--- src/sv/ttd_pkg.sv ---
// ----------------------------------------------------------------------------
// Timed task dispatcher package
// Command and status codes, default sizes and the control structures shared
// between the top level and the ready queue.
// ----------------------------------------------------------------------------
package ttd_pkg;

	localparam int READY_DEPTH_DEF = 16;
	localparam int TIMER_SLOTS_DEF = 8;

	localparam int TASK_W  = 8;
	localparam int DELAY_W = 16;
	localparam int FIRED_W = 4;
	localparam int COUNT_W = 5;

	typedef enum logic [1:0] {
		CMD_POST         = 2'd0,
		CMD_POST_DELAYED = 2'd1,
		CMD_DISPATCH     = 2'd2,
		CMD_TICK         = 2'd3
	} cmd_e_t;

	typedef enum logic [1:0] {
		ST_OK      = 2'd0,
		ST_DROPPED = 2'd1,
		ST_NO_SLOT = 2'd2
	} status_e_t;

	// Requests from the sequencer to the ready queue.
	typedef struct packed {
		logic              push;
		logic              pop;
		logic [TASK_W-1:0] push_task;
	} fifo_ctrl_t;

	// Occupancy flags reported back by the ready queue.
	typedef struct packed {
		logic full;
		logic empty;
	} fifo_stat_t;

endpackage

--- src/sv/ttd_req_if.sv ---
// ----------------------------------------------------------------------------
// Command channel
// Carries one command word: the command code, a task identifier and a delay.
// ----------------------------------------------------------------------------
interface ttd_req_if import ttd_pkg::*; ();
	logic               valid;
	logic               ready;
	logic [1:0]         cmd;
	logic [TASK_W-1:0]  task_id;
	logic [DELAY_W-1:0] delay_ticks;

	modport source (output valid, output cmd, output task_id, output delay_ticks, input ready);
	modport sink   (input valid, input cmd, input task_id, input delay_ticks, output ready);
endinterface

--- src/sv/ttd_rsp_if.sv ---
// ----------------------------------------------------------------------------
// Result channel
// Carries one result word per command.
// ----------------------------------------------------------------------------
interface ttd_rsp_if import ttd_pkg::*; ();
	logic               valid;
	logic               ready;
	logic [TASK_W-1:0]  dispatched_task;
	logic               dispatch_valid;
	logic [1:0]         status;
	logic [FIRED_W-1:0] fired_count;
	logic [COUNT_W-1:0] ready_count;

	modport source (output valid, output dispatched_task, output dispatch_valid,
		output status, output fired_count, output ready_count, input ready);
	modport sink   (input valid, input dispatched_task, input dispatch_valid,
		input status, input fired_count, input ready_count, output ready);
endinterface

--- src/sv/ttd_ready_fifo.sv ---
// ----------------------------------------------------------------------------
// Ready task queue
// Ring buffer of task identifiers in a synchronous memory, with head, tail
// and fill registers. A pop delivers its data in the following cycle.
// ----------------------------------------------------------------------------
module ttd_ready_fifo import ttd_pkg::*; #(
	parameter int READY_DEPTH = READY_DEPTH_DEF,
	localparam int FIFO_AW    = $clog2(READY_DEPTH),
	localparam int FILL_W     = $clog2(READY_DEPTH + 1)
) (
	input  logic              clk,
	input  logic              arst_n,
	input  fifo_ctrl_t        ctrl,
	output fifo_stat_t        stat,
	output logic [FILL_W-1:0] fill,
	output logic [TASK_W-1:0] rd_task
);

	logic [TASK_W-1:0]  mem [READY_DEPTH];
	logic [FIFO_AW-1:0] head_q;
	logic [FIFO_AW-1:0] tail_q;
	logic [FILL_W-1:0]  fill_q;
	logic [TASK_W-1:0]  rd_task_s2;
	logic               push_ok;
	logic               pop_ok;

	function automatic logic [FIFO_AW-1:0] ptr_next(input logic [FIFO_AW-1:0] p);
		return (p == FIFO_AW'(READY_DEPTH - 1)) ? '0 : p + 1'b1;
	endfunction

	assign push_ok = ctrl.push && (fill_q != FILL_W'(READY_DEPTH));
	assign pop_ok  = ctrl.pop && (fill_q != '0);

	always_ff @(posedge clk) begin
		if (push_ok) begin
			mem[tail_q] <= ctrl.push_task;
		end
		if (pop_ok) begin
			rd_task_s2 <= mem[head_q];
		end
	end

	always_ff @(posedge clk or negedge arst_n) begin
		if (!arst_n) begin
			head_q <= '0;
			tail_q <= '0;
			fill_q <= '0;
		end else begin
			if (push_ok) begin
				tail_q <= ptr_next(tail_q);
			end
			if (pop_ok) begin
				head_q <= ptr_next(head_q);
			end
			if (push_ok && !pop_ok) begin
				fill_q <= fill_q + 1'b1;
			end else if (pop_ok && !push_ok) begin
				fill_q <= fill_q - 1'b1;
			end
		end
	end

	assign stat.full  = (fill_q == FILL_W'(READY_DEPTH));
	assign stat.empty = (fill_q == '0);
	assign fill       = fill_q;
	assign rd_task    = rd_task_s2;

endmodule

--- src/sv/timed_task_dispatcher_unit.sv ---
// ----------------------------------------------------------------------------
// Timed task dispatcher
// Ready task queue plus a table of timer slots, driven by four commands.
// ----------------------------------------------------------------------------
// Usage. Commands arrive as words on the req channel (post, post delayed,
// dispatch, tick) and every command returns exactly one result word on the
// rsp channel, in order. Words move when valid and ready are both high.
// The block works on one command at a time. Post and dispatch pass through
// their own work state and then the emit state, which loads the result word
// into the output register; a new command is taken only once the block is
// back in idle. Post delayed and tick walk the timer slot memory one slot
// per cycle, because the slots sit in a synchronous memory with registered
// read data and separate read and write ports. A tick walks every slot,
// and post delayed stops at the first free slot.
// If the receiver stalls, the finished result waits in the output register
// and a following command completes its work but holds its result until
// the register frees up.
// Reset empties the ready queue and frees every timer slot at once: each
// slot has a valid flag, and a slot without it reads as idle task, zero
// delay. No clearing pass is needed.
// ----------------------------------------------------------------------------
module timed_task_dispatcher_unit import ttd_pkg::*; #(
	parameter int READY_DEPTH = READY_DEPTH_DEF,
	parameter int TIMER_SLOTS = TIMER_SLOTS_DEF
) (
	input logic clk,
	input logic arst_n,
	ttd_req_if.sink   req,
	ttd_rsp_if.source rsp
);

	localparam int FILL_W  = $clog2(READY_DEPTH + 1);
	localparam int SLOT_CW = $clog2(TIMER_SLOTS + 1);
	localparam int SLOT_AW = (TIMER_SLOTS > 1) ? $clog2(TIMER_SLOTS) : 1;
	localparam int SLOT_W  = TASK_W + DELAY_W;

	// Sequencer states, one-hot.
	typedef enum logic [4:0] {
		S_IDLE = 5'b00001,
		S_POST = 5'b00010,
		S_DISP = 5'b00100,
		S_WALK = 5'b01000,
		S_EMIT = 5'b10000
	} state_t;

	state_t             state_q;
	cmd_e_t             cmd_q;
	logic [TASK_W-1:0]  task_q;
	logic [DELAY_W-1:0] delay_q;
	status_e_t          status_q;
	logic [SLOT_CW-1:0] fired_q;
	logic               disp_vld_q;

	// Timer slot memory and its per-slot valid flags.
	logic [SLOT_W-1:0]      slot_mem [TIMER_SLOTS];
	logic [TIMER_SLOTS-1:0] slot_vld_q;
	logic [SLOT_CW-1:0]     rd_idx_q;
	logic [SLOT_W-1:0]      slot_rd_s2;
	logic                   slot_hit_s2;
	logic                   proc_vld_s2;
	logic [SLOT_AW-1:0]     proc_idx_s2;

	logic               slot_rd_en;
	logic [SLOT_AW-1:0] slot_ra;
	logic               slot_we;
	logic [SLOT_W-1:0]  slot_wd;
	logic               vld_clr;
	logic [TASK_W-1:0]  cur_task;
	logic [DELAY_W-1:0] cur_delay;
	logic               last_slot;
	logic               found;
	logic               fire;
	logic               walk_done;

	// Ready queue.
	fifo_ctrl_t         fifo_ctrl;
	fifo_stat_t         fifo_stat;
	logic [FILL_W-1:0]  fifo_fill;
	logic [TASK_W-1:0]  fifo_rd;

	// Output register.
	logic               out_vld_q;
	logic [TASK_W-1:0]  out_task_q;
	logic               out_disp_vld_q;
	status_e_t          out_status_q;
	logic [FIRED_W-1:0] out_fired_q;
	logic [COUNT_W-1:0] out_count_q;
	logic               can_emit;
	logic               accept;

	ttd_ready_fifo #(
		.READY_DEPTH (READY_DEPTH)
	) u_ready_fifo (
		.clk     (clk),
		.arst_n  (arst_n),
		.ctrl    (fifo_ctrl),
		.stat    (fifo_stat),
		.fill    (fifo_fill),
		.rd_task (fifo_rd)
	);

	assign req.ready = (state_q == S_IDLE);
	assign accept    = req.valid && req.ready;
	assign can_emit  = !out_vld_q || rsp.ready;

	// The walk reads slot i+1 while slot i is being written back, so a read
	// and a write never touch the same entry and no forwarding is required.
	assign slot_rd_en = (state_q == S_WALK) && (rd_idx_q < SLOT_CW'(TIMER_SLOTS)) && !walk_done;
	assign slot_ra    = rd_idx_q[SLOT_AW-1:0];

	assign cur_task  = slot_hit_s2 ? slot_rd_s2[SLOT_W-1:DELAY_W] : '0;
	assign cur_delay = slot_hit_s2 ? slot_rd_s2[DELAY_W-1:0] : '0;
	assign last_slot = (proc_idx_s2 == SLOT_AW'(TIMER_SLOTS - 1));

	always_comb begin
		slot_we   = 1'b0;
		slot_wd   = {cur_task, cur_delay};
		vld_clr   = 1'b0;
		found     = 1'b0;
		fire      = 1'b0;
		walk_done = 1'b0;
		if ((state_q == S_WALK) && proc_vld_s2) begin
			if (cmd_q == CMD_POST_DELAYED) begin
				if (cur_task == '0) begin
					// Lowest free slot takes the task, even the idle task.
					found   = 1'b1;
					slot_we = 1'b1;
					slot_wd = {task_q, delay_q};
				end
			end else if (cur_task != '0) begin
				if (cur_delay != '0) begin
					slot_we = 1'b1;
					slot_wd = {cur_task, cur_delay - 1'b1};
				end else begin
					fire    = 1'b1;
					vld_clr = 1'b1;
				end
			end
			walk_done = found || last_slot;
		end
	end

	always_comb begin
		fifo_ctrl.push      = 1'b0;
		fifo_ctrl.pop       = 1'b0;
		fifo_ctrl.push_task = task_q;
		unique case (state_q)
			S_POST: begin
				fifo_ctrl.push = 1'b1;
			end
			S_DISP: begin
				fifo_ctrl.pop = 1'b1;
			end
			S_WALK: begin
				fifo_ctrl.push      = fire;
				fifo_ctrl.push_task = cur_task;
			end
			S_IDLE, S_EMIT: begin
				fifo_ctrl.push = 1'b0;
			end
			default: begin
				fifo_ctrl.push = 1'b0;
			end
		endcase
	end

	always_ff @(posedge clk) begin
		if (slot_we) begin
			slot_mem[proc_idx_s2] <= slot_wd;
		end
		if (slot_rd_en) begin
			slot_rd_s2 <= slot_mem[slot_ra];
		end
	end

	always_ff @(posedge clk) begin
		if (accept) begin
			cmd_q   <= cmd_e_t'(req.cmd);
			task_q  <= req.task_id;
			delay_q <= req.delay_ticks;
		end
	end

	always_ff @(posedge clk or negedge arst_n) begin
		if (!arst_n) begin
			state_q     <= S_IDLE;
			status_q    <= ST_OK;
			fired_q     <= '0;
			disp_vld_q  <= 1'b0;
			slot_vld_q  <= '0;
			rd_idx_q    <= '0;
			slot_hit_s2 <= 1'b0;
			proc_vld_s2 <= 1'b0;
			proc_idx_s2 <= '0;
		end else begin
			proc_vld_s2 <= slot_rd_en;
			if (slot_rd_en) begin
				slot_hit_s2 <= slot_vld_q[slot_ra];
				proc_idx_s2 <= slot_ra;
				rd_idx_q    <= rd_idx_q + 1'b1;
			end
			if (slot_we) begin
				slot_vld_q[proc_idx_s2] <= 1'b1;
			end else if (vld_clr) begin
				slot_vld_q[proc_idx_s2] <= 1'b0;
			end
			unique case (state_q)
				S_IDLE: begin
					if (accept) begin
						fired_q    <= '0;
						disp_vld_q <= 1'b0;
						rd_idx_q   <= '0;
						status_q   <= (cmd_e_t'(req.cmd) == CMD_POST_DELAYED) ? ST_NO_SLOT : ST_OK;
						case (cmd_e_t'(req.cmd))
							CMD_POST:     state_q <= S_POST;
							CMD_DISPATCH: state_q <= S_DISP;
							default:      state_q <= S_WALK;
						endcase
					end
				end
				S_POST: begin
					if (fifo_stat.full) begin
						status_q <= ST_DROPPED;
					end
					state_q <= S_EMIT;
				end
				S_DISP: begin
					disp_vld_q <= !fifo_stat.empty;
					state_q    <= S_EMIT;
				end
				S_WALK: begin
					if (found) begin
						status_q <= ST_OK;
					end
					if (fire) begin
						fired_q <= fired_q + 1'b1;
						if (fifo_stat.full) begin
							status_q <= ST_DROPPED;
						end
					end
					if (walk_done) begin
						state_q <= S_EMIT;
					end
				end
				S_EMIT: begin
					if (can_emit) begin
						state_q <= S_IDLE;
					end
				end
				default: begin
					state_q <= S_IDLE;
				end
			endcase
		end
	end

	// Output register: loaded when a command finishes, held while stalled.
	always_ff @(posedge clk or negedge arst_n) begin
		if (!arst_n) begin
			out_vld_q <= 1'b0;
		end else if ((state_q == S_EMIT) && can_emit) begin
			out_vld_q <= 1'b1;
		end else if (rsp.ready) begin
			out_vld_q <= 1'b0;
		end
	end

	always_ff @(posedge clk) begin
		if ((state_q == S_EMIT) && can_emit) begin
			out_task_q     <= disp_vld_q ? fifo_rd : '0;
			out_disp_vld_q <= disp_vld_q;
			out_status_q   <= status_q;
			out_fired_q    <= (32'(fired_q) > 32'd15) ? 4'd15 : FIRED_W'(fired_q);
			out_count_q    <= (32'(fifo_fill) > 32'd31) ? 5'd31 : COUNT_W'(fifo_fill);
		end
	end

	assign rsp.valid           = out_vld_q;
	assign rsp.dispatched_task = out_task_q;
	assign rsp.dispatch_valid  = out_disp_vld_q;
	assign rsp.status          = out_status_q;
	assign rsp.fired_count     = out_fired_q;
	assign rsp.ready_count     = out_count_q;

	// The queue never holds more tasks than it has entries.
	a_fill_bound: assert property (@(posedge clk) disable iff (!arst_n)
		32'(fifo_fill) <= READY_DEPTH)
		else $error("ready queue fill exceeds its depth");

	// A write-back never lands on the entry being read in the same cycle.
	a_no_slot_clash: assert property (@(posedge clk) disable iff (!arst_n)
		slot_we && slot_rd_en |-> proc_idx_s2 != slot_ra)
		else $error("timer slot read and write collide");

	// A successful dispatch reports neither a fault nor fired slots.
	a_disp_clean: assert property (@(posedge clk) disable iff (!arst_n)
		out_vld_q && out_disp_vld_q |-> out_status_q == ST_OK && out_fired_q == '0)
		else $error("dispatch result carries tick or post status");

	// A slot found free by a delayed post is occupied on the next cycle.
	a_slot_taken: assert property (@(posedge clk) disable iff (!arst_n)
		found |=> slot_vld_q[$past(proc_idx_s2)])
		else $error("delayed post did not mark its slot");

endmodule
--- src/flat_wrapper.sv ---
// flat-port wrapper written by rule: the top's interface ports become plain ports
module timed_task_dispatcher_unit_flat import ttd_pkg::*;
#(
	parameter int READY_DEPTH = READY_DEPTH_DEF,
	parameter int TIMER_SLOTS = TIMER_SLOTS_DEF
)
  (clk, arst_n, req_valid, req_cmd, req_task_id, req_delay_ticks, req_ready, rsp_valid, rsp_dispatched_task, rsp_dispatch_valid, rsp_status, rsp_fired_count, rsp_ready_count, rsp_ready);
  ttd_req_if req_i ();
  ttd_rsp_if rsp_i ();
  input logic clk;
  input logic arst_n;
  input wire logic [$bits(req_i.valid)-1:0] req_valid;
  input wire logic [$bits(req_i.cmd)-1:0] req_cmd;
  input wire logic [$bits(req_i.task_id)-1:0] req_task_id;
  input wire logic [$bits(req_i.delay_ticks)-1:0] req_delay_ticks;
  output wire logic [$bits(req_i.ready)-1:0] req_ready;
  output wire logic [$bits(rsp_i.valid)-1:0] rsp_valid;
  output wire logic [$bits(rsp_i.dispatched_task)-1:0] rsp_dispatched_task;
  output wire logic [$bits(rsp_i.dispatch_valid)-1:0] rsp_dispatch_valid;
  output wire logic [$bits(rsp_i.status)-1:0] rsp_status;
  output wire logic [$bits(rsp_i.fired_count)-1:0] rsp_fired_count;
  output wire logic [$bits(rsp_i.ready_count)-1:0] rsp_ready_count;
  input wire logic [$bits(rsp_i.ready)-1:0] rsp_ready;
  assign req_i.valid = req_valid;
  assign req_i.cmd = req_cmd;
  assign req_i.task_id = req_task_id;
  assign req_i.delay_ticks = req_delay_ticks;
  assign req_ready = req_i.ready;
  assign rsp_valid = rsp_i.valid;
  assign rsp_dispatched_task = rsp_i.dispatched_task;
  assign rsp_dispatch_valid = rsp_i.dispatch_valid;
  assign rsp_status = rsp_i.status;
  assign rsp_fired_count = rsp_i.fired_count;
  assign rsp_ready_count = rsp_i.ready_count;
  assign rsp_i.ready = rsp_ready;
  timed_task_dispatcher_unit #(.READY_DEPTH(READY_DEPTH), .TIMER_SLOTS(TIMER_SLOTS)) u_core (.clk(clk), .arst_n(arst_n), .req(req_i), .rsp(rsp_i));
endmodule
--- config.mk ---
export PLATFORM = sky130hd
export DESIGN_NAME = timed_task_dispatcher_unit_flat
export DESIGN_NICKNAME = d
export VERILOG_FILES = /design/src/sv/ttd_pkg.sv /design/src/sv/ttd_req_if.sv /design/src/sv/ttd_rsp_if.sv /design/src/sv/ttd_ready_fifo.sv /design/src/sv/timed_task_dispatcher_unit.sv /design/src/flat_wrapper.sv
export SDC_FILE = /design/constraint.sdc
export NUM_CORES = 1
export LEC_CHECK = 0
export BUFFER_PORTS_ARGS = -buffer_cell sky130_fd_sc_hd__buf_2
export CORE_ASPECT_RATIO = 1.4
export CORE_MARGIN = 3
export CORE_UTILIZATION = 56
export CTS_CLUSTER_DIAMETER = 40
export DETAILED_ROUTE_END_ITERATION = 10
export PLACE_DENSITY = 0.74
export SYNTH_ARGS = -nofsm -noshare
export SYNTH_HDL_FRONTEND = slang
export SYNTH_SLANG_ARGS = --single-unit
--- constraint.sdc ---
create_clock -name clk -period 3.9 [get_ports clk]
set_input_delay 0.78 -clock clk [delete_from_list [all_inputs] [get_ports clk]]
set_output_delay 0.78 -clock clk [all_outputs]
set_load 0.01 [all_outputs]
==> flow_summary.ini, run 1 <==
[worst_setup_path]
worst_r2r_endpoint = u_core.u_ready_fifo.fill[4]$_DFFE_PN0P_
crit-reg2reg-launch = u_core.slot_rd_s2[0]$_DFFE_PP_
cp-start-kind = flip-flop
worstPathMaxFanout = 7
worstPathRequired_ps = 4340
worstPathArrival_ps = 4010
rr_worst_depth = 14
reg2reg_setup_slack_ps = 320
setup.worst_path.class = reg2reg
worst_setup_path_endpoint = u_core.u_ready_fifo.fill[4]$_DFFE_PN0P_
critPathLaunch = u_core.slot_rd_s2[0]$_DFFE_PP_
end_kind = flip-flop

[timing]
max_slew.worst_pin.slew_ps = 1090
post-route-worst-setup-slack_ps = 323
max-slew-margin-rel_pct = 27.0
timing_max_transition_violations_final = 0
achievable-frequency_mhz = 280
min_period_over_period_pct = 91.7
hold_viol_final = 0
clock-skew-final_ps = 15.2
finalSetupViolations = 0
setup_repair_after_global_routing_missed_its_margin = no
post-route-min-period_ps = 3580
setup_total_negative_slack_ps = 0

[cells_and_area]
nFillCells = 2116
nets = 1134
post-route-cell-area_um2 = 20400
ratio_of_cells_with_drive_above_1_in_the_final_layout_pct = 27.8
layout.cells.non_filler = 1521
antenna_cells_inserted = 0
areaGrowthSynthToFinish_pct = 13.4

[floorplanning]
cell_rows = 77
die_area_um2 = 34300
design.core.area_um2 = 31600
die_y_um = 218
boundaryPins = 52
die_w_um = 157
start_util_pct = 56.9

[grt]
globalRoute.totalOverflow = 0
grt_max_degree = 47
global_route.usage.total_pct = 21.7
grt_first_pass_wirelength_mm = 56.3
antenna_found_initial = 0
via_count_of_the_first_global_routing_pass = 9663

[power_and_ir_drop]
worst_ir_drop_vdd_v = 0.000441
switchingPower_w = 0.00295
power_frac_comb_pct = 13.6
internal-power_w = 0.00889
power_density_nw_per_um2 = 581
power_share_of_the_clock_group_pct = 36.8
sw_frac_of_total_pct = 24.9
leakagePower_nw = 7.21
totalPowerFinal_w = 0.0118
seq_power_share_pct = 49.6

[detailed_routing]
drt-vias-per-instance = 6.21
ant_nets = 0
vias = 9441
detail_route.drc_violations = 0
first_iter_violations = 774
wl_mm = 36.1
first_pass_iters = 5
wl_per_cell_um = 23.7

[place]
numPortBuffers = 51
gp_congestion = 0.895
placed_inst_area_um2 = 18900
pre_cts_slack_ps = 308
dp_hpwl_mm = 23.4
placed_cells = 1439

[clocking]
cts_post_setup_buffers_inserted = 0
cts_hold_repair.buffers = 0
tritoncts_clock_tree = done
tritoncts.num_buffers = 44
numClockSinks = 441
cts_root_buffer = clkbuf_16
clock_latency_ps = 560
cts.path.max_buffers = 3
cts.reportedPaths.clkPinSlew_ps = 60
cts_htree_levels = 2

[yosys]
synth_cell_types = 73
synth_nets = 1046
cells_after_synthesis = 1002
yosys_most_used_dff = edfxtp_1
synth-compound-area-share_pct = 4.15
synth-adder-area-share_pct = 1.02
main_combinational_cell_family_by_area_after_synthesis = multiplexers
synth.area.mux_share_pct = 13.5
simple_gate_area_share_of_the_yosys_netlist_pct = 6.99
mappedNetlistArea_um2 = 18000
synth-seq-cells = 441
post_synth.cell_area_avg_um2 = 18.0
synth_warnings = 0
synth_enable_flop_cells = 398
synthXorXnorAreaFrac_pct = 0.438
async_flop_share_pct = 9.75
seq_area_frac_synth_pct = 72.4

[min_path]
worstHoldPathType = in2async

[outcome]
run_status = finished, final reports clean

[run]
cap_viol_max_count = 0
==> placed cells by master (no fill, tap or decap), drive strengths merged, types with 17 or more instances in the layout <==
cell type,n
edfxtp,398
buf,93
mux4,90
nand2,80
clkbuf,55
dfrtp,42
nor2,35
o21ai,33
mux2,32
inv,18
nand3,17
==> critical path, cell delays in order (launching register included) <==
cell and delay, ps:
edfxtp_1 420, nand2_1 220, ha_1 240, nor4b_1 340
and4_2 410, nand3_1 150, a21oi_1 240, ha_1 210
inv_1 110, fa_1 460, a21o_1 170, a21oi_1 170
xnor2_1 130, nor2_1 60, xnor2_1 120
==> timing repair <==
action	in CTS	in global routing
endpoints found under the setup margin	0	1
gates resized for setup	0	1
hold endpoints to repair	0	0
==> state kept, by name, summed over array words and instances, names as in the netlist, 5 cells and up, named ones only <==
signal / cells
u_core.delay_q: 16
u_core.rsp.dispatched_task: 8
u_core.rsp.ready_count: 5
u_core.slot_mem: 192
u_core.slot_rd_s2: 24
u_core.state_q: 5
u_core.task_q: 8
u_core.u_ready_fifo.fill: 5
u_core.u_ready_fifo.mem: 128
u_core.u_ready_fifo.rd_task: 8
==> how the worst min path moves through the flow <==
stage / startpoint / to / slack [ps] / cells after the start
global placement: u_core.status_q[0]$_DFFE_PN0P_ / u_core.rsp.status[0]$_DFFE_PP_ / 480 / 0
detailed placement: u_core.status_q[0]$_DFFE_PN0P_ / u_core.rsp.status[0]$_DFFE_PP_ / 480 / 0
global route: req_delay_ticks[4] / u_core.delay_q[4]$_DFFE_PP_ / 370 / 1
finish: arst_n / u_core.u_ready_fifo.tail_q[2]$_DFFE_PN0P_ / 400 / 1
CTS: req_delay_ticks[4] / u_core.delay_q[4]$_DFFE_PP_ / 380 / 1
floorplan: u_core.status_q[0]$_DFFE_PN0P_ / u_core.rsp.status[0]$_DFFE_PP_ / 430 / 0
==> synth_stat cells, drive strengths merged (3+ instances only) <==
library cell	count	share of area, %
edfxtp	398	66
mux4	90	11
nand2	80	1.7
dfrtp	42	5.8
nor2	35	0.73
clkbuf	33	0.69
o21ai	33	0.94
mux2	32	2.0
buf	18	0.53
nand3	17	0.50
a21oi	15	0.42
and3	15	0.52
and2	14	0.49
nor3	14	0.42
ha	13	0.90
inv	13	0.27
nor4	13	0.57
or3	11	0.38
or4	8	0.38
nand4	7	0.28
xnor2	7	0.34
a21o	6	0.25
nand2b	6	0.21
o211ai	5	0.21
a221oi	4	0.23
a22oi	4	0.17
a311oi	4	0.19
a31oi	4	0.14
mux2i	4	0.22
nand3b	4	0.17
nor2b	4	0.14
o22ai	4	0.14
o211a	3	0.17
o31a	3	0.15
o31ai	3	0.13
==> kinds of logic after synthesis <==
family          Yosys count
compound gates          109
xor+xnor                  9
fa+ha+maj                14
buf+inv                  64
flops                   441
mux                     126
simple gates            239
==> stage by stage <==
step	hold WS [ps]	utilization [%]
floorplan	426	-
global placement	475	59.7
detailed placement	484	59.7
CTS	377	64.6
global route	368	64.6
finish	397	64.6
==> final cells by class <==
class                   count  area [um^2]  share of cell area (%)
well taps                 395          494                    2.42
repair buffers             93          571                    2.80
inverters                  13         48.8                   0.239
flip-flops and latches    441        13000                    63.9
clock buffers              55         1190                    5.85
multi-input cells         497         4730                    23.2
clock inverters            27          329                    1.61
==> per-layer routing <==
layer  up-vias  GRT usage [%]  wire length, um
met1      4849           28.3            13800
met3        81           3.13             1720
li1       4216              -                -
met2       295           37.6            19300
met4         0           7.90             1320
met5         -              0                0
==> power groups by stage <==
stage	Combinational [W]	Clock, W	Sequential [W]
3_3_place_gp	0.00158	0	0.00596
2_1_floorplan	0.00127	0	0.00577
3_5_place_dp	0.00163	0	0.00597
4_1_cts	0.00163	0.00445	0.00587
6_report	0.00161	0.00436	0.00587
5_1_grt	0.00178	0.00466	0.00591
No activity file was read; power rests on OpenSTA's default activity.
==> inputs of run 2 (changes only) <==
Settings changed: SYNTH_HIERARCHICAL set to 1.
==> flow_summary.ini, run 2 <==
[outcome]
run_status = finished, final reports clean

[clocking]
cts_hold_repair.buffers = 0
cts_root_buffer = clkbuf_16
numClockSinks = 441
cts-resized-gates = 0
cts_htree_levels = 2
cts.reportedPaths.clkPinSlew_ps = 60
clock_latency_ps = 550
tritoncts_clock_tree = done
cts.path.max_buffers = 3
tritoncts.num_buffers = 43
cts_post_setup_buffers_inserted = 0

[floorplanning]
boundaryPins = 52
die_area_um2 = 34200
die_y_um = 218
start_util_pct = 57.5
die_w_um = 157
cell_rows = 76
design.core.area_um2 = 31200

[timing]
setup_total_negative_slack_ps = 0
setup_repair_after_global_routing_missed_its_margin = no
finalSetupViolations = 0
clock-skew-final_ps = 15.8
achievable-frequency_mhz = 282
timing_max_transition_violations_final = 0
post-route-worst-setup-slack_ps = 354
hold_viol_final = 0
post-route-min-period_ps = 3550
min_period_over_period_pct = 90.9
max-slew-margin-rel_pct = 26.9
max_slew.worst_pin.slew_ps = 1100

[yosys]
async_flop_share_pct = 9.75
synth_warnings = 6
synth_enable_flop_cells = 398
synth_common_cells = 398 x edfxtp_1, 74 x mux4_2, 74 x nand2_1, 47 x nor2_1, 42 x dfrtp_1
post_synth.cell_area_avg_um2 = 17.7
seq_area_frac_synth_pct = 72.7
netlist_top_cells_area = edfxtp_1 67%, mux4_2 9.3%, dfrtp_1 5.9%
synth_most_common_cell = edfxtp_1
cells_after_synthesis = 1014
yosys_most_used_dff = edfxtp_1
post-synth-top-area-fraction_pct = 66.7
synth-seq-cells = 441
yosysTopAreaCell = edfxtp_1
mappedNetlistArea_um2 = 17900
synth_cell_types = 77
synth_nets = 1057

[place]
pre_cts_slack_ps = 443
gp_congestion = 0.896
placed_inst_area_um2 = 18900
numPortBuffers = 51
dp_hpwl_mm = 23.6

[run]
cap_viol_max_count = 0

[detailed_routing]
first_iter_violations = 683
detail_route.drc_violations = 0
vias = 9502
wl_per_cell_um = 24.2
ant_nets = 0
wl_mm = 37.4
drt-vias-per-instance = 6.16
first_pass_iters = 6

[grt]
grt_max_degree = 44
antenna_found_initial = 0
global_route.usage.total_pct = 22.6
via_count_of_the_first_global_routing_pass = 9983
grt_first_pass_wirelength_mm = 58.4
globalRoute.totalOverflow = 0

[power_and_ir_drop]
leakagePower_nw = 6.82
power_density_nw_per_um2 = 623
worst_ir_drop_vdd_v = 0.000546

[cells_and_area]
ratio_of_cells_with_drive_above_1_in_the_final_layout_pct = 27.2
areaGrowthSynthToFinish_pct = 13.6
number_of_flip_flops_in_the_largest_register = 192
layout.cells.most_common_list = 398 x edfxtp_1, 74 x nand2_1, 74 x mux4_2
antenna_cells_inserted = 0
most_flop_heavy_register = u_core/slot_mem
mostFrequentLayoutCell = edfxtp_1
reg.largest.list = u_core/slot_mem (192), u_core/u_ready_fifo/mem (128), u_core/slot_rd_s2 (24)
post-route-cell-area_um2 = 20400
nets = 1160
nFillCells = 2104

[worst_setup_path]
worstPathArrival_ps = 4020
worstPathRequired_ps = 4370
worstPathMaxFanout = 6
setup.worst_path.class = reg2reg
cp-start-kind = flip-flop
end_kind = flip-flop

[min_path]
worstHoldPathType = in2async
run 2: cell types whose count changed in the layout (fill, tap and decap cells not counted), sizes merged, moves of 8 or more:
cell and change:
a32oi +8, and3 -13, buf +15, mux2i +25
mux4 -16, nor2 +12, o21ai +12
run 2: cell type report:
cell class / instances / area [um^2] / share of cell area (%)
flip-flops and latches: 441 / 13000 / 64.1
multi-input cells: 507 / 4650 / 22.8
clock inverters: 30 / 309 / 1.52
well taps: 390 / 488 / 2.40
inverters: 16 / 62.6 / 0.307
repair buffers: 108 / 696 / 3.42
clock buffers: 50 / 1110 / 5.47
run 2: cell families after synthesis:
group / Yosys count / share of synthesized area (%)
compound gates: 139 / 5.70
xor+xnor: 7 / 0.342
fa+ha+maj: 13 / 0.950
buf+inv: 66 / 1.67
flops: 441 / 72.7
mux: 133 / 12.8
simple gates: 215 / 5.82
run 2: routing by layer:
layer | wire, um | up-vias | GRT usage, %
met5 | 0 | - | 0
met4 | 1240 | 0 | 8.65
met3 | 1810 | 78 | 3.10
met2 | 20200 | 298 | 40.5
met1 | 14100 | 4854 | 27.8
li1 | - | 4272 | -
run 2: final timing paths:
kind,start,to,slack (ps),cells after the start
min in group clk,req_task_id[5],u_core/task_q[5]$_DFFE_PP_,400,1
min reg2reg,u_core/status_q[0]$_DFFE_PN0P_,u_core/rsp.status[0]$_DFFE_PP_,480,0
max reg2reg,u_core/slot_rd_s2[6]$_DFFE_PP_,u_core/u_ready_fifo/fill[4]$_DFFE_PN0P_,350,12
min,arst_n,u_core/u_ready_fifo/fill[2]$_DFFE_PN0P_,400,1
max in group asynchronous,arst_n,u_core/rd_idx_q[0]$_DFF_PN0_,2760,1
max,u_core/slot_rd_s2[6]$_DFFE_PP_,u_core/u_ready_fifo/fill[4]$_DFFE_PN0P_,350,12
run 2: report_power, final:
group | switching, W | total [W] | internal (W)
Clock | 0.00177 | 0.00413 | 0.00236
Sequential | 0.000400 | 0.00609 | 0.00569
Combinational | 0.00135 | 0.00246 | 0.00111
run 2: stage by stage:
stage,std cells,utilization [%],power (W),hold WS (ps)
6_report,1542,65.3,0.0127,402
5_1_grt,1542,65.3,0.0132,380
4_1_cts,1542,65.3,0.0128,378
3_5_place_dp,1462,60.7,0.00866,474
3_3_place_gp,1462,60.7,0.00860,464
2_1_floorplan,1014,-,0.00782,426
run 2: worst max-delay path, stage by stage (launching register included):
cell	delay (ps)
edfxtp_1	440
or3_1	480
nor4b_1	390
o2111ai_1	260
nand2b_1	160
a21boi_0	300
ha_1	220
inv_1	110
fa_1	420
a21o_1	170
a21oi_1	160
mux2i_1	230
xnor2_1	130
==> inputs of run 3 (changes only) <==
==> constraint.sdc (replaced) <==
create_clock -name clk -period 3.9 [get_ports clk]
set_input_delay 0.39 -clock clk [delete_from_list [all_inputs] [get_ports clk]]
set_output_delay 0.39 -clock clk [all_outputs]
set_load 0.01 [all_outputs]
==> flow_summary.ini, run 3 (synthesized netlist as in run 2, its figures left out) <==
[detailed_routing]
vias = 9558
first_iter_violations = 738
detail_route.drc_violations = 0
top_layer = met4
route.met2.wl_mm = 20.2
met3_wirelength_mm = 1.63
first_pass_iters = 6
wl_per_cell_um = 24.1
drt_met1_wl_mm = 14.5
wl_mm = 37.6
drt-vias-per-instance = 6.14
ant_nets = 0

[cells_and_area]
antenna_cells_inserted = 0
layout.cells.most_common_list = 398 x edfxtp_1, 74 x nand2_1, 74 x mux4_2
mostFrequentLayoutCell = edfxtp_1
post-route-cell-area_um2 = 20500
number_of_flip_flops_in_the_largest_register = 192
nets = 1174
reg.largest.list = u_core/slot_mem (192), u_core/u_ready_fifo/mem (128), u_core/slot_rd_s2 (24)
areaGrowthSynthToFinish_pct = 14.4
final_core_util_pct = 65.7
most_flop_heavy_register = u_core/slot_mem
ratio_of_cells_with_drive_above_1_in_the_final_layout_pct = 26.8

[run]
cap_viol_max_count = 0

[worst_setup_path]
worstPathMaxFanout = 6
worstPathRequired_ps = 4370
setup.worst_path.class = reg2reg
cp-start-kind = flip-flop
slowest_stage = or3_1
crit_path_cell_trace = or3_1 > nor4b_1 > o2111ai_1 > nand2b_1 > a21boi_0 > ha_1 > inv_1 > fa_1 > a21o_1 > a21oi_1 > mux2i_1 > xnor2_1
critPathMaxStageDelay_ps = 470
end_kind = flip-flop
worstPathArrival_ps = 4010

[timing]
finalSetupViolations = 0
post-route-min-period_ps = 3540
setup_total_negative_slack_ps = 0
fin_hold_ws_ps = 21.0
hold_viol_final = 0
max-slew-margin-rel_pct = 26.9
min_period_over_period_pct = 90.9
achievable-frequency_mhz = 282
setup_repair_after_global_routing_missed_its_margin = no
max_slew.worst_pin.slew_ps = 1100
timing_max_transition_violations_final = 0
clock-skew-final_ps = 16.4
post-route-worst-setup-slack_ps = 355

[place]
numPortBuffers = 51
dp_hpwl_mm = 23.6
placed_inst_area_um2 = 18900
pre_cts_slack_ps = 443
gp_congestion = 0.896

[floorplanning]
die_y_um = 218
die_area_um2 = 34200
die_w_um = 157
cell_rows = 76
boundaryPins = 52
start_util_pct = 57.5
design.core.area_um2 = 31200

[power_and_ir_drop]
leakagePower_nw = 6.88
switchingPower_w = 0.00352
power_density_nw_per_um2 = 619
power_share_of_the_clock_group_pct = 32.5
worst_ir_drop_vdd_v = 0.000550
power_frac_comb_pct = 19.5
internal-power_w = 0.00917
sw_frac_of_total_pct = 27.7
seq_power_share_pct = 48.0

[grt]
grt_max_degree = 44
global_route.usage.total_pct = 22.7
via_count_of_the_first_global_routing_pass = 10100
grt_first_pass_wirelength_mm = 58.8
antenna_found_initial = 0
globalRoute.totalOverflow = 0

[clocking]
cts.reportedPaths.clkPinSlew_ps = 60
tritoncts_clock_tree = done
cts_root_buffer = clkbuf_16
cts.path.max_buffers = 3
cts_post_setup_buffers_inserted = 0
numClockSinks = 441
cts_htree_levels = 2
tritoncts.num_buffers = 43
clock_latency_ps = 550

[outcome]
run_status = finished, final reports clean

[min_path]
worstHoldPathType = in2async
[run 3: cell type report]
class                      count  area, um^2
tap                          390         488
clock inverter                30         309
inverter                      16        62.6
fill                        2090       10700
sequential                   441       13000
multi-input combinational    507        4650
timing repair buffer         122         836
clock buffer                  50        1110
[run 3: power by group through the flow]
stage | Clock, W | Combinational [W] | Sequential, W
floorplan | 0 | 0.00191 | 0.00591
global placement | 0 | 0.00241 | 0.00619
detailed placement | 0 | 0.00246 | 0.00620
CTS | 0.00421 | 0.00250 | 0.00610
global route | 0.00439 | 0.00270 | 0.00614
finish | 0.00413 | 0.00247 | 0.00609
[run 3: repair_timing]
| item | in CTS | in global routing |
|---|---|---|
| gates resized for setup | 0 | 0 |
| hold endpoints to repair | 14 | 0 |
| hold buffers | 14 | 0 |
[run 3: routing by layer]
metal | vias to the layer above | global-route usage, %
li1 | 4304 | -
met1 | 4890 | 27.9
met2 | 284 | 40.8
met3 | 80 | 3.12
met4 | 0 | 8.65
met5 | - | 0
[run 3: critical path: cells and delay by family, from the launching register on]
family                     cells  cell delay, ps
and+or+nand+nor                3            1020
AOI/OAI and AO/OA              4             890
adders and majority gates      2             640
DFF                            1             440
muxes                          1             230
xor gates and xnor gates       1             130
buffers and inverters          1             110
[run 3: per-stage QoR]
| step | total power (W) | std cells |
|---|---|---|
| 3_3_place_gp | 0.00860 | 1462 |
| 5_1_grt | 0.0132 | 1556 |
| 3_5_place_dp | 0.00866 | 1462 |
| 2_1_floorplan | 0.00782 | 1014 |
| 6_report | 0.0127 | 1556 |
| 4_1_cts | 0.0128 | 1556 |
[run 3: path summary, 6_finish.rpt]
kind,depth (start not counted),slack (ps),to,from
min in group clk,1,30,u_core/delay_q[15]$_DFFE_PP_,req_delay_ticks[15]
max in group asynchronous,1,3130,u_core/rd_idx_q[0]$_DFF_PN0_,arst_n
worst max-delay path,12,360,u_core/u_ready_fifo/fill[4]$_DFFE_PN0P_,u_core/slot_rd_s2[6]$_DFFE_PP_
worst max register to register,12,360,u_core/u_ready_fifo/fill[4]$_DFFE_PN0P_,u_core/slot_rd_s2[6]$_DFFE_PP_
worst min-delay path,1,20,u_core/u_ready_fifo/fill[2]$_DFFE_PN0P_,arst_n
worst min register to register,0,480,u_core/rsp.status[0]$_DFFE_PP_,u_core/status_q[0]$_DFFE_PN0P_
